[config.mk]
export PLATFORM = sky130hd
export DESIGN_NAME = png_stored_rgba_encoder_core
export DESIGN_NICKNAME = d
export VERILOG_FILES = /design/src/pse_pkg.sv /design/src/png_stored_rgba_encoder_core.sv /design/src/pse_fifo.sv /design/src/pse_size.sv /design/src/pse_seq.sv
export VERILOG_INCLUDE_DIRS = /design/src /design/src/src
export SDC_FILE = /design/constraint.sdc
export NUM_CORES = 2
export LEC_CHECK = 0
export BUFFER_PORTS_ARGS = -buffer_cell sky130_fd_sc_hd__buf_2
export CORE_ASPECT_RATIO = 1.75
export CORE_MARGIN = 2
export CORE_UTILIZATION = 50
export CTS_CLUSTER_DIAMETER = 30
export DETAILED_ROUTE_END_ITERATION = 7
export GPL_TIMING_DRIVEN = 0
export PLACE_DENSITY = 0.72
export SYNTH_ARGS = -nofsm -noshare
export SYNTH_HDL_FRONTEND = slang
export SYNTH_SLANG_ARGS = --single-unit
[constraint.sdc]
create_clock -name i_clk -period 15.35 [get_ports i_clk]
set_clock_uncertainty 0.2 [all_clocks]
set_input_delay 2.3025 -clock i_clk [delete_from_list [all_inputs] [get_ports i_clk]]
set_output_delay 2.3025 -clock i_clk [all_outputs]
set_load 0.03 [all_outputs]
[src/assert_macros.svh]
// Assertion helpers for the RTL. Define ASSERT_OFF to compile them out.
`ifndef ASSERT_MACROS_SVH
`define ASSERT_MACROS_SVH

`ifndef ASSERT_OFF

// The condition must never be true at a clock edge outside reset.
`define ASSERT_NEVER(label, clk, rst_n, cond, msg) \
    label: assert property (@(posedge clk) disable iff (!rst_n) !(cond)) else $error(msg);

// Whenever the antecedent holds, the consequent must hold in the same cycle.
`define ASSERT_IMPLY(label, clk, rst_n, ante, cons, msg) \
    label: assert property (@(posedge clk) disable iff (!rst_n) (ante) |-> (cons)) \
        else $error(msg);

`else

`define ASSERT_NEVER(label, clk, rst_n, cond, msg)
`define ASSERT_IMPLY(label, clk, rst_n, ante, cons, msg)

`endif

`endif

[src/pse_pkg.sv]
`timescale 1ns / 1ps

package pse_pkg;

    // Image geometry.
    localparam int                 SIDE_W     = 14;
    localparam logic [SIDE_W-1:0]  SIDE_LIMIT = 14'd16383;
    localparam int                 RAW_W      = 30;
    localparam int                 BLK_W      = 15;

    // Deflate stored blocks and zlib trailer.
    localparam logic [15:0] STORED_BLOCK_BYTES = 16'hFFFF;
    localparam logic [16:0] ADLER_MOD          = 17'd65521;

    // Chunk checksum.
    localparam logic [31:0] CRC_POLY = 32'hEDB88320;
    localparam logic [31:0] CRC_INIT = 32'hFFFFFFFF;

    // Most bytes that one pixel transfer may return.
    localparam logic [5:0] CAP_RESULTS = 6'd53;

    // Default depth of the queues.
    localparam int QUEUE_DEPTH = 2;

    // Configuration register indexes.
    localparam logic CFG_WIDTH  = 1'b0;
    localparam logic CFG_HEIGHT = 1'b1;

    // Byte positions inside the file head (signature up to the zlib header).
    localparam logic [5:0] POS_IHDR_TYPE = 6'd12;
    localparam logic [5:0] POS_WIDTH_HI  = 6'd18;
    localparam logic [5:0] POS_WIDTH_LO  = 6'd19;
    localparam logic [5:0] POS_HEIGHT_HI = 6'd22;
    localparam logic [5:0] POS_HEIGHT_LO = 6'd23;
    localparam logic [5:0] POS_IHDR_CRC  = 6'd29;
    localparam logic [5:0] POS_IDAT_LEN  = 6'd33;
    localparam logic [5:0] POS_IDAT_TYPE = 6'd37;
    localparam logic [5:0] POS_HDR_LAST  = 6'd42;

    // Byte positions inside the file tail (Adler-32 up to the IEND CRC).
    localparam logic [5:0] POS_ADLER     = 6'd0;
    localparam logic [5:0] POS_IDAT_CRC  = 6'd4;
    localparam logic [5:0] POS_IEND_TYPE = 6'd12;
    localparam logic [5:0] POS_IEND_CRC  = 6'd16;
    localparam logic [5:0] POS_FIN_LAST  = 6'd19;

    // Raw byte slots of one pixel.
    localparam logic [2:0] RI_FILTER = 3'd0;
    localparam logic [2:0] RI_RED    = 3'd1;
    localparam logic [2:0] RI_GREEN  = 3'd2;
    localparam logic [2:0] RI_BLUE   = 3'd3;
    localparam logic [2:0] RI_ALPHA  = 3'd4;

    // Stored block header bytes after the final flag.
    localparam logic [2:0] HB_LEN_LO  = 3'd1;
    localparam logic [2:0] HB_LEN_HI  = 3'd2;
    localparam logic [2:0] HB_NLEN_LO = 3'd3;
    localparam logic [2:0] HB_NLEN_HI = 3'd4;

    typedef struct packed {
        logic [7:0] red;
        logic [7:0] green;
        logic [7:0] blue;
        logic [7:0] alpha;
    } t_pixel;

    typedef struct packed {
        logic [7:0] out_byte;
        logic       run_last;
        logic       file_end;
    } t_result;

    typedef struct packed {
        logic [SIDE_W-1:0] cur_w;
        logic [SIDE_W-1:0] cur_h;
        logic [RAW_W-1:0]  raw;
        logic [31:0]       idat;
    } t_size;

    // One byte step of the reflected CRC-32.
    function automatic logic [31:0] crc_update(input logic [31:0] crc, input logic [7:0] b);
        logic [31:0] c;
        c = crc ^ {24'b0, b};
        for (int k = 0; k < 8; k++) begin
            c = (c >> 1) ^ (CRC_POLY & {32{c[0]}});
        end
        return c;
    endfunction

    // Fixed bytes of the file head; the variable fields read as zero here.
    function automatic logic [7:0] hdr_byte(input logic [5:0] idx);
        logic [7:0] b;
        case (idx)
            6'd0:    b = 8'h89;
            6'd1:    b = 8'h50;
            6'd2:    b = 8'h4E;
            6'd3:    b = 8'h47;
            6'd4:    b = 8'h0D;
            6'd5:    b = 8'h0A;
            6'd6:    b = 8'h1A;
            6'd7:    b = 8'h0A;
            6'd11:   b = 8'h0D;
            6'd12:   b = 8'h49;
            6'd13:   b = 8'h48;
            6'd14:   b = 8'h44;
            6'd15:   b = 8'h52;
            6'd24:   b = 8'h08;
            6'd25:   b = 8'h06;
            6'd37:   b = 8'h49;
            6'd38:   b = 8'h44;
            6'd39:   b = 8'h41;
            6'd40:   b = 8'h54;
            6'd41:   b = 8'h78;
            6'd42:   b = 8'h01;
            default: b = 8'h00;
        endcase
        return b;
    endfunction

    // Fixed bytes of the file tail.
    function automatic logic [7:0] fin_byte(input logic [5:0] idx);
        logic [7:0] b;
        case (idx)
            6'd12:   b = 8'h49;
            6'd13:   b = 8'h45;
            6'd14:   b = 8'h4E;
            6'd15:   b = 8'h44;
            default: b = 8'h00;
        endcase
        return b;
    endfunction

endpackage

[src/png_stored_rgba_encoder_core.sv]
`timescale 1ns / 1ps
// Channel    | Handshake                | Payload
// -----------+--------------------------+------------------------------------
// pixels in  | i_push / o_full          | i_pixel (red, green, blue, alpha)
// bytes out  | o_empty / i_pop          | o_result (out_byte, run_last, file_end)
// config     | i_cfg_valid / o_cfg_ready| i_cfg_index, i_cfg_data
//
// In the byte sequencer a pixel inside the image is taken from the pixel queue
// and then gives one output byte for each of its four channels, plus the row
// filter byte and the stored block header bytes where they fall.
// The first pixel of an image adds the size calculation (multiplier and block
// count) and 43 head bytes; the last pixel adds 20 tail bytes.
// Reset is synchronous; there is no clearing pass.
// A full output queue stalls the sequencer; the pixel queue keeps accepting until it is full.
`include "assert_macros.svh"

module png_stored_rgba_encoder_core #(
    parameter int QUEUE_DEPTH = pse_pkg::QUEUE_DEPTH
) (
    input  logic                        i_clk,
    input  logic                        i_rst_n,
    input  logic                        i_push,
    input  pse_pkg::t_pixel             i_pixel,
    output logic                        o_full,
    output logic                        o_empty,
    input  logic                        i_pop,
    output pse_pkg::t_result            o_result,
    input  logic                        i_cfg_valid,
    output logic                        o_cfg_ready,
    input  logic                        i_cfg_index,
    input  logic [pse_pkg::SIDE_W-1:0]  i_cfg_data
);

    localparam int PIX_W = $bits(pse_pkg::t_pixel);
    localparam int RES_W = $bits(pse_pkg::t_result);

    logic [pse_pkg::SIDE_W-1:0] r_image_width;
    logic [pse_pkg::SIDE_W-1:0] r_image_height;
    logic [PIX_W-1:0]           w_tok_data;
    logic                       w_tok_empty;
    logic                       w_tok_pop;
    logic                       w_size_start;
    logic                       w_size_done;
    pse_pkg::t_size             w_size;
    logic                       w_out_push;
    logic                       w_out_full;
    pse_pkg::t_result           w_out;
    logic [RES_W-1:0]           w_res_data;

    // Configuration registers; a write is always taken.
    assign o_cfg_ready = 1'b1;

    always_ff @(posedge i_clk) begin
        if (!i_rst_n) begin
            r_image_width  <= pse_pkg::SIDE_W'(1);
            r_image_height <= pse_pkg::SIDE_W'(1);
        end else if (i_cfg_valid) begin
            if (i_cfg_index == pse_pkg::CFG_WIDTH) begin
                r_image_width <= i_cfg_data;
            end else begin
                r_image_height <= i_cfg_data;
            end
        end
    end

    // Pixel queue between the input side and the sequencer.
    pse_fifo #(
        .DEPTH (QUEUE_DEPTH),
        .WIDTH (PIX_W)
    ) u_pix_q (
        .i_clk   (i_clk),
        .i_rst_n (i_rst_n),
        .i_push  (i_push),
        .i_data  (i_pixel),
        .o_full  (o_full),
        .i_pop   (w_tok_pop),
        .o_data  (w_tok_data),
        .o_empty (w_tok_empty)
    );

    // Image size and IDAT length unit.
    pse_size u_size (
        .i_clk    (i_clk),
        .i_rst_n  (i_rst_n),
        .i_start  (w_size_start),
        .i_width  (r_image_width),
        .i_height (r_image_height),
        .o_done   (w_size_done),
        .o_size   (w_size)
    );

    // Byte sequencer.
    pse_seq u_seq (
        .i_clk        (i_clk),
        .i_rst_n      (i_rst_n),
        .i_tok_empty  (w_tok_empty),
        .i_tok        (pse_pkg::t_pixel'(w_tok_data)),
        .o_tok_pop    (w_tok_pop),
        .o_size_start (w_size_start),
        .i_size_done  (w_size_done),
        .i_size       (w_size),
        .i_out_full   (w_out_full),
        .o_out_push   (w_out_push),
        .o_out        (w_out)
    );

    // Output queue toward the byte consumer.
    pse_fifo #(
        .DEPTH (QUEUE_DEPTH),
        .WIDTH (RES_W)
    ) u_out_q (
        .i_clk   (i_clk),
        .i_rst_n (i_rst_n),
        .i_push  (w_out_push),
        .i_data  (w_out),
        .o_full  (w_out_full),
        .i_pop   (i_pop),
        .o_data  (w_res_data),
        .o_empty (o_empty)
    );

    assign o_result = pse_pkg::t_result'(w_res_data);

    // Checks on the internal hand-offs.
    `ASSERT_NEVER(a_out_overflow, i_clk, i_rst_n, w_out_push && w_out_full, "output overflow")
    `ASSERT_NEVER(a_tok_underflow, i_clk, i_rst_n, w_tok_pop && w_tok_empty, "pixel underflow")
    `ASSERT_IMPLY(a_end_is_last, i_clk, i_rst_n, !o_empty && o_result.file_end, o_result.run_last, "end not last")

endmodule

[src/pse_fifo.sv]
`timescale 1ns / 1ps

module pse_fifo #(
    parameter int DEPTH = pse_pkg::QUEUE_DEPTH,
    parameter int WIDTH = 8
) (
    input  logic             i_clk,
    input  logic             i_rst_n,
    input  logic             i_push,
    input  logic [WIDTH-1:0] i_data,
    output logic             o_full,
    input  logic             i_pop,
    output logic [WIDTH-1:0] o_data,
    output logic             o_empty
);

    localparam int PTR_W = (DEPTH > 1) ? $clog2(DEPTH) : 1;
    localparam int CNT_W = $clog2(DEPTH + 1);

    logic [WIDTH-1:0] r_mem [DEPTH];
    logic [PTR_W-1:0] r_wr;
    logic [PTR_W-1:0] r_rd;
    logic [CNT_W-1:0] r_cnt;
    logic             w_push;
    logic             w_pop;

    assign o_full  = (r_cnt == CNT_W'(DEPTH));
    assign o_empty = (r_cnt == '0);
    assign w_push  = i_push && !o_full;
    assign w_pop   = i_pop && !o_empty;
    assign o_data  = r_mem[r_rd];

    // Storage write.
    always_ff @(posedge i_clk) begin
        if (w_push) begin
            r_mem[r_wr] <= i_data;
        end
    end

    // Pointers and fill level.
    always_ff @(posedge i_clk) begin
        if (!i_rst_n) begin
            r_wr  <= '0;
            r_rd  <= '0;
            r_cnt <= '0;
        end else begin
            if (w_push) begin
                r_wr <= (r_wr == PTR_W'(DEPTH - 1)) ? '0 : r_wr + 1'b1;
            end
            if (w_pop) begin
                r_rd <= (r_rd == PTR_W'(DEPTH - 1)) ? '0 : r_rd + 1'b1;
            end
            if (w_push && !w_pop) begin
                r_cnt <= r_cnt + 1'b1;
            end else if (w_pop && !w_push) begin
                r_cnt <= r_cnt - 1'b1;
            end
        end
    end

endmodule

[src/pse_size.sv]
`timescale 1ns / 1ps

module pse_size (
    input  logic                            i_clk,
    input  logic                            i_rst_n,
    input  logic                            i_start,
    input  logic [pse_pkg::SIDE_W-1:0]      i_width,
    input  logic [pse_pkg::SIDE_W-1:0]      i_height,
    output logic                            o_done,
    output pse_pkg::t_size                  o_size
);

    logic [2:0]                     r_v;
    logic [pse_pkg::SIDE_W-1:0]     r_w;
    logic [pse_pkg::SIDE_W-1:0]     r_h;
    logic [pse_pkg::RAW_W-1:0]      r_raw;
    logic [pse_pkg::BLK_W-1:0]      r_blocks;
    logic [31:0]                    r_idat;
    logic [pse_pkg::SIDE_W-1:0]     w_q;
    logic [16:0]                    w_rem;
    logic [16:0]                    w_rem1;
    logic                           w_ge;

    function automatic logic [pse_pkg::SIDE_W-1:0] side_of(input logic [pse_pkg::SIDE_W-1:0] v);
        logic [pse_pkg::SIDE_W-1:0] s;
        if (v == '0) begin
            s = pse_pkg::SIDE_W'(1);
        end else if (v > pse_pkg::SIDE_LIMIT) begin
            s = pse_pkg::SIDE_LIMIT;
        end else begin
            s = v;
        end
        return s;
    endfunction

    // Block count: raw = q * 65536 + low = q * 65535 + (q + low), so one
    // compare and subtract finishes the quotient, and a nonzero rest rounds up.
    assign w_q    = r_raw[pse_pkg::RAW_W-1:16];
    assign w_rem  = {1'b0, r_raw[15:0]} + {3'b0, w_q};
    assign w_ge   = (w_rem >= {1'b0, pse_pkg::STORED_BLOCK_BYTES});
    assign w_rem1 = w_ge ? w_rem - {1'b0, pse_pkg::STORED_BLOCK_BYTES} : w_rem;

    // Stage valid bits.
    always_ff @(posedge i_clk) begin
        if (!i_rst_n) begin
            r_v <= '0;
        end else begin
            r_v <= {r_v[1:0], i_start};
        end
    end

    // Sizes are sampled once per image and then held.
    always_ff @(posedge i_clk) begin
        if (i_start) begin
            r_w <= side_of(i_width);
            r_h <= side_of(i_height);
        end
        if (r_v[0]) begin
            r_raw <= pse_pkg::RAW_W'({16'b0, r_h}) * pse_pkg::RAW_W'({r_w, 2'b01});
        end
        if (r_v[1]) begin
            r_blocks <= {1'b0, w_q} + pse_pkg::BLK_W'(w_ge) + pse_pkg::BLK_W'(w_rem1 != '0);
        end
        if (r_v[2]) begin
            r_idat <= 32'd6 + 32'({r_blocks, 2'b00}) + 32'(r_blocks) + 32'(r_raw);
        end
    end

    assign o_done       = r_v[2];
    assign o_size.cur_w = r_w;
    assign o_size.cur_h = r_h;
    assign o_size.raw   = r_raw;
    assign o_size.idat  = r_idat;

endmodule

[src/pse_seq.sv]
`timescale 1ns / 1ps

module pse_seq (
    input  logic              i_clk,
    input  logic              i_rst_n,
    input  logic              i_tok_empty,
    input  pse_pkg::t_pixel   i_tok,
    output logic              o_tok_pop,
    output logic              o_size_start,
    input  logic              i_size_done,
    input  pse_pkg::t_size    i_size,
    input  logic              i_out_full,
    output logic              o_out_push,
    output pse_pkg::t_result  o_out
);

    typedef enum logic [4:0] {
        S_IDLE = 5'b00001,
        S_SIZE = 5'b00010,
        S_HDR  = 5'b00100,
        S_RAW  = 5'b01000,
        S_FIN  = 5'b10000
    } t_state;

    t_state                         r_state, n_state;
    logic                           r_hold, n_hold;
    logic                           r_seq, n_seq;
    logic [5:0]                     r_cnt, n_cnt;
    logic [5:0]                     r_idx, n_idx;
    logic [2:0]                     r_ri, n_ri;
    logic                           r_in_hdr, n_in_hdr;
    logic [2:0]                     r_hi, n_hi;
    logic [pse_pkg::SIDE_W-1:0]     r_col, n_col;
    logic [15:0]                    r_block_left, n_block_left;
    logic [pse_pkg::RAW_W-1:0]      r_raw_left, n_raw_left;
    logic [31:0]                    r_crc, n_crc;
    logic [15:0]                    r_adl, n_adl;
    logic [15:0]                    r_adh, n_adh;
    logic [31:0]                    r_word, n_word;
    pse_pkg::t_pixel                r_px, n_px;

    logic        w_emit_state;
    logic        w_emit;
    logic [7:0]  w_byte;
    logic        w_type_start;
    logic        w_crc_first;
    logic        w_nat_last;
    logic        w_file_end;
    logic        w_last;
    logic        w_is_raw;
    logic        w_fin_blk;
    logic [15:0] w_len;
    logic [15:0] w_nlen;
    logic [16:0] w_adl_sum;
    logic [15:0] w_adl_new;
    logic [16:0] w_adh_sum;
    logic [15:0] w_adh_new;
    logic [1:0]  w_k;

    function automatic logic [7:0] be32_byte(input logic [31:0] v, input logic [1:0] k);
        logic [7:0] b;
        case (k)
            2'd0:    b = v[31:24];
            2'd1:    b = v[23:16];
            2'd2:    b = v[15:8];
            default: b = v[7:0];
        endcase
        return b;
    endfunction

    assign w_emit_state = (r_state == S_HDR) || (r_state == S_RAW) || (r_state == S_FIN);
    assign w_emit       = w_emit_state && !r_hold && !i_out_full;
    assign o_tok_pop    = !i_tok_empty && ((r_state == S_IDLE) || (w_emit_state && r_hold));
    assign o_size_start = (r_state == S_IDLE) && !i_tok_empty && !r_seq;

    // Stored block header fields.
    assign w_fin_blk = (r_raw_left <= pse_pkg::RAW_W'(pse_pkg::STORED_BLOCK_BYTES));
    assign w_len     = w_fin_blk ? r_raw_left[15:0] : pse_pkg::STORED_BLOCK_BYTES;
    assign w_nlen    = ~w_len;

    // Byte selection for the current position.
    always_comb begin
        w_byte       = 8'h00;
        w_type_start = 1'b0;
        w_crc_first  = 1'b0;
        w_nat_last   = 1'b0;
        w_file_end   = 1'b0;
        w_is_raw     = 1'b0;
        w_k          = 2'd0;
        case (r_state)
            S_HDR: begin
                w_byte       = pse_pkg::hdr_byte(r_idx);
                w_type_start = (r_idx == pse_pkg::POS_IHDR_TYPE) ||
                               (r_idx == pse_pkg::POS_IDAT_TYPE);
                if (r_idx == pse_pkg::POS_WIDTH_HI) begin
                    w_byte = {2'b00, i_size.cur_w[13:8]};
                end else if (r_idx == pse_pkg::POS_WIDTH_LO) begin
                    w_byte = i_size.cur_w[7:0];
                end else if (r_idx == pse_pkg::POS_HEIGHT_HI) begin
                    w_byte = {2'b00, i_size.cur_h[13:8]};
                end else if (r_idx == pse_pkg::POS_HEIGHT_LO) begin
                    w_byte = i_size.cur_h[7:0];
                end else if (r_idx >= pse_pkg::POS_IHDR_CRC && r_idx < pse_pkg::POS_IDAT_LEN) begin
                    w_k         = 2'(r_idx - pse_pkg::POS_IHDR_CRC);
                    w_crc_first = (w_k == 2'd0);
                    w_byte      = w_crc_first ? ~r_crc[31:24] : be32_byte(r_word, w_k);
                end else if (r_idx >= pse_pkg::POS_IDAT_LEN && r_idx < pse_pkg::POS_IDAT_TYPE) begin
                    w_k    = 2'(r_idx - pse_pkg::POS_IDAT_LEN);
                    w_byte = be32_byte(i_size.idat, w_k);
                end
            end
            S_RAW: begin
                if (r_in_hdr) begin
                    case (r_hi)
                        pse_pkg::HB_LEN_LO:  w_byte = w_len[7:0];
                        pse_pkg::HB_LEN_HI:  w_byte = w_len[15:8];
                        pse_pkg::HB_NLEN_LO: w_byte = w_nlen[7:0];
                        default:             w_byte = w_nlen[15:8];
                    endcase
                end else if (r_block_left == '0) begin
                    w_byte = {7'b0, w_fin_blk};
                end else begin
                    w_is_raw = 1'b1;
                    case (r_ri)
                        pse_pkg::RI_FILTER: w_byte = 8'h00;
                        pse_pkg::RI_RED:    w_byte = r_px.red;
                        pse_pkg::RI_GREEN:  w_byte = r_px.green;
                        pse_pkg::RI_BLUE:   w_byte = r_px.blue;
                        default:            w_byte = r_px.alpha;
                    endcase
                    w_nat_last = (r_ri == pse_pkg::RI_ALPHA) &&
                                 (r_raw_left != pse_pkg::RAW_W'(1));
                end
            end
            S_FIN: begin
                w_byte       = pse_pkg::fin_byte(r_idx);
                w_type_start = (r_idx == pse_pkg::POS_IEND_TYPE);
                w_nat_last   = (r_idx == pse_pkg::POS_FIN_LAST);
                w_file_end   = w_nat_last;
                if (r_idx < pse_pkg::POS_IDAT_CRC) begin
                    w_k    = 2'(r_idx - pse_pkg::POS_ADLER);
                    w_byte = be32_byte({r_adh, r_adl}, w_k);
                end else if (r_idx < pse_pkg::POS_IDAT_CRC + 6'd4) begin
                    w_k         = 2'(r_idx - pse_pkg::POS_IDAT_CRC);
                    w_crc_first = (w_k == 2'd0);
                    w_byte      = w_crc_first ? ~r_crc[31:24] : be32_byte(r_word, w_k);
                end else if (r_idx >= pse_pkg::POS_IEND_CRC) begin
                    w_k         = 2'(r_idx - pse_pkg::POS_IEND_CRC);
                    w_crc_first = (w_k == 2'd0);
                    w_byte      = w_crc_first ? ~r_crc[31:24] : be32_byte(r_word, w_k);
                end
            end
            default: begin
                w_byte = 8'h00;
            end
        endcase
    end

    // A transfer ends on its natural last byte or when the byte cap is reached.
    assign w_last = w_nat_last || (r_cnt == pse_pkg::CAP_RESULTS - 6'd1);

    // Running Adler-32 over the raw bytes.
    assign w_adl_sum = {1'b0, r_adl} + {9'b0, w_byte};
    assign w_adl_new = (w_adl_sum >= pse_pkg::ADLER_MOD) ?
                       16'(w_adl_sum - pse_pkg::ADLER_MOD) : w_adl_sum[15:0];
    assign w_adh_sum = {1'b0, r_adh} + {1'b0, w_adl_new};
    assign w_adh_new = (w_adh_sum >= pse_pkg::ADLER_MOD) ?
                       16'(w_adh_sum - pse_pkg::ADLER_MOD) : w_adh_sum[15:0];

    assign o_out_push     = w_emit;
    assign o_out.out_byte = w_byte;
    assign o_out.run_last = w_last;
    assign o_out.file_end = w_file_end;

    // Next-state logic of the byte sequencer.
    always_comb begin
        n_state      = r_state;
        n_hold       = r_hold;
        n_seq        = r_seq;
        n_cnt        = r_cnt;
        n_idx        = r_idx;
        n_ri         = r_ri;
        n_in_hdr     = r_in_hdr;
        n_hi         = r_hi;
        n_col        = r_col;
        n_block_left = r_block_left;
        n_raw_left   = r_raw_left;
        n_crc        = r_crc;
        n_adl        = r_adl;
        n_adh        = r_adh;
        n_word       = r_word;
        n_px         = r_px;
        case (r_state)
            S_IDLE: begin
                if (!i_tok_empty) begin
                    n_px  = i_tok;
                    n_cnt = '0;
                    if (r_seq) begin
                        n_state  = S_RAW;
                        n_ri     = (r_col == '0) ? pse_pkg::RI_FILTER : pse_pkg::RI_RED;
                        n_in_hdr = 1'b0;
                    end else begin
                        n_state = S_SIZE;
                    end
                end
            end
            S_SIZE: begin
                if (i_size_done) begin
                    n_state      = S_HDR;
                    n_idx        = '0;
                    n_raw_left   = i_size.raw;
                    n_block_left = '0;
                    n_col        = '0;
                    n_adl        = 16'd1;
                    n_adh        = 16'd0;
                    n_seq        = 1'b1;
                end
            end
            S_HDR, S_RAW, S_FIN: begin
                if (r_hold) begin
                    // Bytes past the cap go out with the next pixel transfer.
                    if (!i_tok_empty) begin
                        n_hold = 1'b0;
                        n_cnt  = '0;
                    end
                end else if (!i_out_full) begin
                    n_cnt = r_cnt + 6'd1;
                    n_crc = pse_pkg::crc_update(w_type_start ? pse_pkg::CRC_INIT : r_crc, w_byte);
                    if (w_crc_first) begin
                        n_word = ~r_crc;
                    end
                    if (r_state == S_HDR) begin
                        if (r_idx == pse_pkg::POS_HDR_LAST) begin
                            n_state  = S_RAW;
                            n_ri     = pse_pkg::RI_FILTER;
                            n_in_hdr = 1'b0;
                        end else begin
                            n_idx = r_idx + 6'd1;
                        end
                    end else if (r_state == S_RAW) begin
                        if (r_in_hdr) begin
                            if (r_hi == pse_pkg::HB_NLEN_HI) begin
                                n_in_hdr     = 1'b0;
                                n_block_left = w_len;
                            end else begin
                                n_hi = r_hi + 3'd1;
                            end
                        end else if (!w_is_raw) begin
                            n_in_hdr = 1'b1;
                            n_hi     = pse_pkg::HB_LEN_LO;
                        end else begin
                            n_adl        = w_adl_new;
                            n_adh        = w_adh_new;
                            n_block_left = r_block_left - 16'd1;
                            n_raw_left   = r_raw_left - pse_pkg::RAW_W'(1);
                            if (r_ri == pse_pkg::RI_ALPHA) begin
                                n_col = (r_col + 1'b1 >= i_size.cur_w) ? '0 : r_col + 1'b1;
                                if (r_raw_left == pse_pkg::RAW_W'(1)) begin
                                    n_state = S_FIN;
                                    n_idx   = '0;
                                end else begin
                                    n_state = S_IDLE;
                                end
                            end else begin
                                n_ri = r_ri + 3'd1;
                            end
                        end
                    end else begin
                        if (r_idx == pse_pkg::POS_FIN_LAST) begin
                            n_state = S_IDLE;
                            n_seq   = 1'b0;
                            n_crc   = pse_pkg::CRC_INIT;
                            n_adl   = 16'd1;
                            n_adh   = 16'd0;
                        end else begin
                            n_idx = r_idx + 6'd1;
                        end
                    end
                    if (w_last && !w_nat_last) begin
                        n_hold = 1'b1;
                    end
                end
            end
            default: begin
                n_state = S_IDLE;
            end
        endcase
    end

    // Control and checksum registers.
    always_ff @(posedge i_clk) begin
        if (!i_rst_n) begin
            r_state      <= S_IDLE;
            r_hold       <= 1'b0;
            r_seq        <= 1'b0;
            r_cnt        <= '0;
            r_idx        <= '0;
            r_ri         <= '0;
            r_in_hdr     <= 1'b0;
            r_hi         <= '0;
            r_col        <= '0;
            r_block_left <= '0;
            r_raw_left   <= '0;
            r_crc        <= pse_pkg::CRC_INIT;
            r_adl        <= 16'd1;
            r_adh        <= 16'd0;
        end else begin
            r_state      <= n_state;
            r_hold       <= n_hold;
            r_seq        <= n_seq;
            r_cnt        <= n_cnt;
            r_idx        <= n_idx;
            r_ri         <= n_ri;
            r_in_hdr     <= n_in_hdr;
            r_hi         <= n_hi;
            r_col        <= n_col;
            r_block_left <= n_block_left;
            r_raw_left   <= n_raw_left;
            r_crc        <= n_crc;
            r_adl        <= n_adl;
            r_adh        <= n_adh;
        end
    end

    // Payload registers.
    always_ff @(posedge i_clk) begin
        r_word <= n_word;
        r_px   <= n_px;
    end

endmodule

# [Word-level counts from Yosys, hierarchy flattened]
# Memories as Yosys holds them, arrays and structs flattened. A register that Yosys moved wholly into a read port is not among the register bits.
# Index checks and enable logic that the tools add are counted.
[classes] n_addsub=30 n_mux=177 bitwise_logic=17 multipliers=1 magnitude_cmp=14 n_eq_ne=70 reduce_logical=70
[ops] operator="$mux 16" n=26
[ops] operator="$xor 31x32->32" n=8
[ops] operator="$mux 30" n=7
[ops] operator="$mux 14" n=11
[ops] operator="$mux 32" n=4
[ops] operator="$mux 8" n=14
[ops] operator="$mux 6" n=16
[ops] operator="$pmux 16 s2" n=3
[ops] operator="$pmux 8 s3" n=4
[ops] operator="$mux 5" n=12
[ops] operator="$pmux 30 s2" n=1
[ops] operator="$ge 17x16->1 const B" n=3
[ops] operator="$pmux 8 s2" n=3
[ops] operator="$mux 1" n=45
[ops] operator="$logic_not 14->1" n=3
[ops] operator="$mux 3" n=13
[ops] operator="$add 32x15->32" n=1
[ops] operator="$add 32x30->32" n=1
[ops] operator="$pmux 8 s4" n=1
[ops] operator="$sub 16x16->16 const B" n=2
[ops] operator="$xor 32x8->32" n=1
[ops] operator="$eq 30x1->1 const B" n=1
[ops] operator="$le 30x16->1 const B" n=1
[ops] operator="$mul 14x16->30" n=1
[ops] operator="75 further kinds" n=197
[word_totals] register_bits=318 n_memories=3 out_inout_bits=13 rom_bits=512 ram_bits=84
[mem_list] memory="(name not given)" words=64 width=8 read_ports=1 rd_clocked_by_memory_dff=1 write_ports=0 line_no="pse_pkg.sv:93" text="case (idx)"
[mem_list] memory="u_pix_q.r_mem" words=2 width=32 read_ports=1 rd_clocked_by_memory_dff=1 write_ports=1 line_no="pse_fifo.sv:20" text="logic [WIDTH-1:0] r_mem [DEPTH];"
[mem_list] memory="u_out_q.r_mem" words=2 width=10 read_ports=1 rd_clocked_by_memory_dff=1 write_ports=1 line_no="pse_fifo.sv:20"

# [Depth between registers and ports, before layout]
[depth] word_depth=23 ltp_mapped=37

# [By module]
# Synthesis repeated with hierarchy kept, for this count alone.
[unflattened] cells_unflattened=3553 hier_area_um2=33480.9
[modules_own_cells] mod="pse_seq" area_each_um2=15706.3 seq_area_each_um2=4844.6 cells_per_inst=1951 instances=1
[modules_own_cells] mod="pse_size" area_each_um2=13212.7 seq_area_each_um2=3183.1 cells_per_inst=1308 instances=1
[modules_own_cells] mod="pse_fifo (u_pix_q)" area_each_um2=2536.2 seq_area_each_um2=2021.9 cells_per_inst=125 instances=1
[modules_own_cells] mod="png_stored_rgba_encoder_core" area_each_um2=1079.8 seq_area_each_um2=560.5 cells_per_inst=112 instances=1
[modules_own_cells] mod="pse_fifo (u_out_q)" area_each_um2=945.9 seq_area_each_um2=700.7 cells_per_inst=57 instances=1

# [Worst setup path after synthesis]
# Ideal clock, no wire load.
[synth_path] path_type="reg-to-reg" start="register u_seq.r_raw_left[19] in the netlist's numbering" end="register u_seq.r_adh[5]" setup_ns=0.117 arrival_ns=8.131 path_stages_with_launch=32 slack_ns=6.902 path_buffers=2 required_time_ns=15.033 cell_sequence="dfxtp_1 or4_4 or3_1 buf_2 buf_2 nor3_2 mux2i_1 a21oi_1 a211o_2 ha_1 fa_1 a21o_1 a21oi_1 o21bai_1 a21oi_1 a21oi_1 o311ai_0 nand4_1 a2111oi_0 xor2_1 ha_1 a21oi_1 a211oi_1 o21ai_0 mux2_2 a2111oi_0 nor4_1 a21oi_1 nor2_1 o21ai_0 mux2i_1 nand2_1"
[synth_via] elab_chain_cells=19 word_cells_on_any_way=22
[synth_lines] element="start: declaration" line_no="pse_seq.sv:35" text="logic [pse_pkg::RAW_W-1:0] r_raw_left, n_raw_left;"
[synth_lines] element="start signal: assignment" line_no="pse_seq.sv:318" text="r_raw_left <= n_raw_left;"
[synth_lines] element="$le 30x16->1 *" line_no="pse_seq.sv:77" text="assign w_fin_blk = (r_raw_left <= pse_pkg::RAW_W'(pse_pkg::STORED_BLOCK_BYTES));"
[synth_lines] element="$mux 16" line_no="pse_seq.sv:78" text="assign w_len = w_fin_blk ? r_raw_left[15:0] : pse_pkg::STORED_BLOCK_BYTES;"
[synth_lines] element="$not 16->16" line_no="pse_seq.sv:79" text="assign w_nlen = ~w_len;"
[synth_lines] element="$pmux 8 s3" line_no="pse_seq.sv:114" text="case (r_hi)"
[synth_lines] element="$mux 8 *" line_no="pse_seq.sv:113" text="if (r_in_hdr) begin"
[synth_lines] element="$pmux 8 s3 *" line_no="pse_seq.sv:90" text="case (r_state)"
[synth_lines] element="named net u_out_q.i_data[2]" line_no="pse_fifo.sv:10" text="input logic [WIDTH-1:0] i_data,"
[synth_lines] element="$add 16x8->17 *" line_no="pse_seq.sv:163" text="assign w_adl_sum = {1'b0, r_adl} + {9'b0, w_byte};"
[synth_lines] element="(+4 left out)"
[synth_lines] element="$mux 16 *" line_no="pse_seq.sv:167" text="assign w_adh_new = (w_adh_sum >= pse_pkg::ADLER_MOD) ?"
[synth_lines] element="$mux 16 *" line_no="pse_seq.sv:248" text="end else if (!w_is_raw) begin"
[synth_lines] element="$mux 16 *" line_no="pse_seq.sv:241" text="if (r_in_hdr) begin"
[synth_lines] element="$mux 16 *" line_no="pse_seq.sv:240" text="end else if (r_state == S_RAW) begin"
[synth_lines] element="$mux 16 *" line_no="pse_seq.sv:232" text="if (r_state == S_HDR) begin"
[synth_lines] element="$mux 16 *" line_no="pse_seq.sv:226" text="end else if (!i_out_full) begin"
[synth_lines] element="$mux 16 *" line_no="pse_seq.sv:220" text="if (r_hold) begin"
[synth_lines] element="$pmux 16 s2 *" line_no="pse_seq.sv:193" text="case (r_state)"
[synth_lines] element="end signal: assignment" line_no="pse_seq.sv:321" text="r_adh <= n_adh;"
[synth_lines] element="end: declaration" line_no="pse_seq.sv:38" text="logic [15:0] r_adh, n_adh;"
# Mark *: on every way through the listed nets, which the timed path passes. The rest lies on a longest branch. The select of a mux whose other input is x is not followed.
# A chain may end at the register's enable or synchronous reset.

# [Worst setup path in the final report]
[layout_path] start="register u_seq.r_idx[1]" end="register u_seq.r_adh[5]"
[layout_via] elab_chain_cells=23 word_cells_on_any_way=72
[layout_lines] element="start: declaration" line_no="pse_seq.sv:29" text="logic [5:0] r_idx, n_idx;"
[layout_lines] element="start signal: assignment" line_no="pse_seq.sv:312" text="r_idx <= n_idx;"
[layout_lines] element="$sub 2x1->2" line_no="pse_seq.sv:104, pse_seq.sv:108"
[layout_lines] element="$eq 2x2->1 (tied with other cells)" line_no="pse_seq.sv:62" text="case (k)"
[layout_lines] element="$pmux 8 s3 or $pmux 8 s2 (tied branches)" line_no="pse_seq.sv:62"
[layout_lines] element="$mux 8, on equally long branches" line_no="pse_seq.sv:107, pse_seq.sv:106"
[layout_lines] element="$mux 8" line_no="pse_seq.sv:103" text="end else if (r_idx >= pse_pkg::POS_IHDR_CRC && r_idx < pse_pkg::POS_IDAT_LEN) begin"
[layout_lines] element="$mux 8" line_no="pse_seq.sv:101" text="end else if (r_idx == pse_pkg::POS_HEIGHT_LO) begin"
[layout_lines] element="$mux 8" line_no="pse_seq.sv:99" text="end else if (r_idx == pse_pkg::POS_HEIGHT_HI) begin"
[layout_lines] element="$mux 8" line_no="pse_seq.sv:97" text="end else if (r_idx == pse_pkg::POS_WIDTH_LO) begin"
[layout_lines] element="(+2 left out)"
[layout_lines] element="named net u_out_q.i_data[2]" line_no="pse_fifo.sv:10"
[layout_lines] element="(+5 left out)"
[layout_lines] element="$mux 16 *" line_no="pse_seq.sv:167"
[layout_lines] element="$mux 16 *" line_no="pse_seq.sv:248"
[layout_lines] element="$mux 16 *" line_no="pse_seq.sv:241"
[layout_lines] element="$mux 16 *" line_no="pse_seq.sv:240"
[layout_lines] element="$mux 16 *" line_no="pse_seq.sv:232"
[layout_lines] element="$mux 16 *" line_no="pse_seq.sv:226"
[layout_lines] element="$mux 16 *" line_no="pse_seq.sv:220"
[layout_lines] element="$pmux 16 s2 *" line_no="pse_seq.sv:193"
# Marks and branches as above.

==> impl_metrics.py <==
metrics = {
    "worst_hold_path": {
        "hold_path.class": "reg2reg",
    },
    "clock_network": {
        "ctsRootBufferMaster": "clkbuf_16",
        "insertion_delay_ps": 630,
        "cts_hold_buf": 0,
        "numCtsBuffers": 70,
        "cts_resized": 0,
        "cts_tree": "built",
        "postCtsSetupRepairBufs": 0,
        "cts.path.max_buffers": 3,
        "path_clk_slew_ps": 60,
        "clkSinkCount": 442,
        "htreeDepth": 3,
    },
    "sta": {
        "hold_viol": 0,
        "slew_headroom_pct": -0.326,
        "setup_ws_ps": 3580,
        "tightest_slew_ps": 1490,
        "post-route-period-util_pct": 76.7,
        "fmax_mhz": 85.0,
        "finalMaxSlewViolations": 1,
        "fin_tns_setup_ps": 0,
        "fin_crit_ps": 11770,
        "rsz0062_at_grt": "false",
        "setup_viol": 0,
    },
    "global_route": {
        "antenna_found_initial": 3,
        "grt_max_degree": 34,
        "grt_first_pass_wirelength_mm": 155,
        "grtUsageTotal_pct": 29.7,
        "overflow": 0,
        "first_global_vias": 27900,
    },
    "worst_setup_path": {
        "critPathSlowestCell": "a2111oi_0",
        "crit_type": "reg2reg",
        "crit_required_ps": 15670,
        "worstSetupEndpointType": "register",
        "arrival_ps": 12080,
        "max_stage_delay_ps": 740,
        "crit_path_start_kind": "register",
        "crit_fanout": 10,
    },
    "finish": {
        "syn_to_final_growth_pct": 12.1,
        "layout_commonest_cell": "nand2_1",
        "fin_nets": 4144,
        "final_cell_count_no_fill": 4656,
        "drive_gt1_share_pct": 8.39,
        "nFillCells": 5848,
        "final_cell_mix": "nand2_1, inv_1, edfxtp_1",
        "diodes": 0,
    },
    "yosys": {
        "synth_area_mm2": 0.0333,
        "yosysWarnings": 0,
        "synth_top_family_by_area": "adder cells",
        "synth_fa_ha_area_share_pct": 18.2,
        "synth_compound_area_share_pct": 15.6,
        "synthMuxAreaShare_pct": 2.11,
        "synth.distinct_cells": 95,
        "synth_async_sr_flop_share_pct": 0,
        "synth.avg_cell_area_um2": 9.31,
        "synth_top_area_cell": "edfxtp_1",
        "synth_area_leaders": "edfxtp_1, dfxtp_1, fa_1",
        "syn_nets": 4006,
        "synthSimpleGateAreaFrac_pct": 17.2,
        "syn_inst": 3571,
        "post-synth-top-area-fraction_pct": 22.0,
        "synth_edf_count": 244,
        "yosys.area_share.xor_xnor_pct": 6.97,
        "synth-seq-area-share_pct": 34.0,
        "synth-main-ff-cell": "edfxtp_1",
        "ys_seq_elements": 442,
    },
    "run_status": {
        "status": "finished, violations left",
        "violations": "max-capacitance violations, max-slew violations",
    },
    "floorplan": {
        "dieArea_mm2": 0.0687,
        "initial_core_util_pct": 50.3,
        "num_rows": 125,
        "core_area_mm2": 0.0662,
        "die_width_um": 199,
        "ios": 65,
        "dieHeight_um": 345,
    },
    "place": {
        "io_buffers": 62,
        "gp_congestion": 1.03,
        "place_ws_ps": 3830,
        "dp.cells": 4526,
        "hpwl_mm": 79.1,
    },
    "routing": {
        "routed_wl_mm": 102,
        "routed_via_density": 5.94,
        "dr.pass1.iters": 6,
        "wl_per_cell_um": 21.8,
        "drtIter0Drc": 2153,
        "vias": 27700,
        "ant_nets": 0,
        "drcViolationCount": 0,
    },
    "flow_run": {
        "max_cap_violations": 1,
    },
}
==> state kept, by name (all words and copies together), names as in the netlist, 14 cells and up, named ones only <==
signal              cells
u_pix_q.r_mem          64
u_size.r_blocks        15
u_size.r_h             14
u_seq.r_adl            16
r_image_height         14
u_seq.r_raw_left       30
r_image_width          14
u_seq.r_px             32
u_seq.r_col            14
u_size.r_raw           30
u_size.r_w             14
u_seq.r_adh            16
u_seq.r_block_left     16
u_seq.r_word           24
u_size.r_idat          31
u_seq.r_crc            32
u_out_q.r_mem          20
==> layer usage <==
layer	GRT usage, %	up-vias	routed length (µm)
met5	0	-	21
li1	-	12800	-
met3	4.63	457	5720
met2	52.7	1139	51700
met1	29.3	13300	33900
met4	26.7	4	10400
==> worst max-delay path, delay by kind of cell (launching register included) <==
family          cells  cell delay, ps
buf+inv             5            2040
simple gates        6            1230
xor+xnor            1             260
flops               1             380
fa+ha+maj           4            1240
mux                 3            1110
compound gates     15            5180
==> stage by stage <==
step                      area (µm²)  hold WS (ps)  utilization, %
final                          37300           268            56.3
after global routing           37300           292            56.3
after CTS                      37300           270            56.3
after detailed placement       34800           260            52.5
after global placement         34700           254            52.4
after floorplan                33300           241               -
==> path summary, 6_finish.rpt <==
check	end	cells after the start	slack (ps)	from
max	u_seq.r_adh[5]$_SDFFE_PN0P_	34	3580	u_seq.r_idx[1]$_SDFFE_PN0P_
min	r_image_height[0]$_SDFFE_PN1P_	2	270	r_image_height[0]$_SDFFE_PN1P_
max reg2reg	u_seq.r_adh[5]$_SDFFE_PN0P_	34	3580	u_seq.r_idx[1]$_SDFFE_PN0P_
min reg2reg	r_image_height[0]$_SDFFE_PN1P_	2	270	r_image_height[0]$_SDFFE_PN1P_
==> logic make-up after synthesis <==
group                    after synthesis
AO/OA/AOI/OAI                        753
XOR/XNOR                             238
adder cells (fa/ha/maj)              383
buffers and inverters                521
flip-flops                           442
multiplexers                          64
other                                  1
AND/OR/NAND/NOR                     1169
==> synthesized netlist by cell type, types with 19 or more instances <==
master	number
or3_1	30
ha_1	213
o21a_1	24
nand4_1	19
inv_1	320
dfxtp_1	198
o22a_1	23
nor3_1	83
mux2_2	48
and2_1	110
a21o_1	34
xor2_1	76
edfxtp_1	244
clkbuf_1	180
a21boi_0	55
o22ai_1	29
nor4_1	33
a22oi_1	28
o21ai_0	154
nand2b_1	31
nor2b_1	58
nand3_1	82
a211oi_1	33
a21oi_1	144
fa_1	170
nor2_1	233
and3_1	35
nand2_1	376
xnor2_1	146
a31oi_1	26
a222oi_1	22
==> cell type report <==
class                      count  area (µm²)  area share (%)
multi-input combinational   2608       20000            53.7
sequential                   442       11300            30.3
tap                          889        1110            2.99
clock buffer                  74        1800            4.83
timing repair buffer          66         368           0.987
inverter                     322        1210            3.24
buffer                       199         777            2.09
clock inverter                56         706            1.89
Power is not shown: default switching activity piles up to over one toggle a cycle in this logic, so the estimate is an artifact.
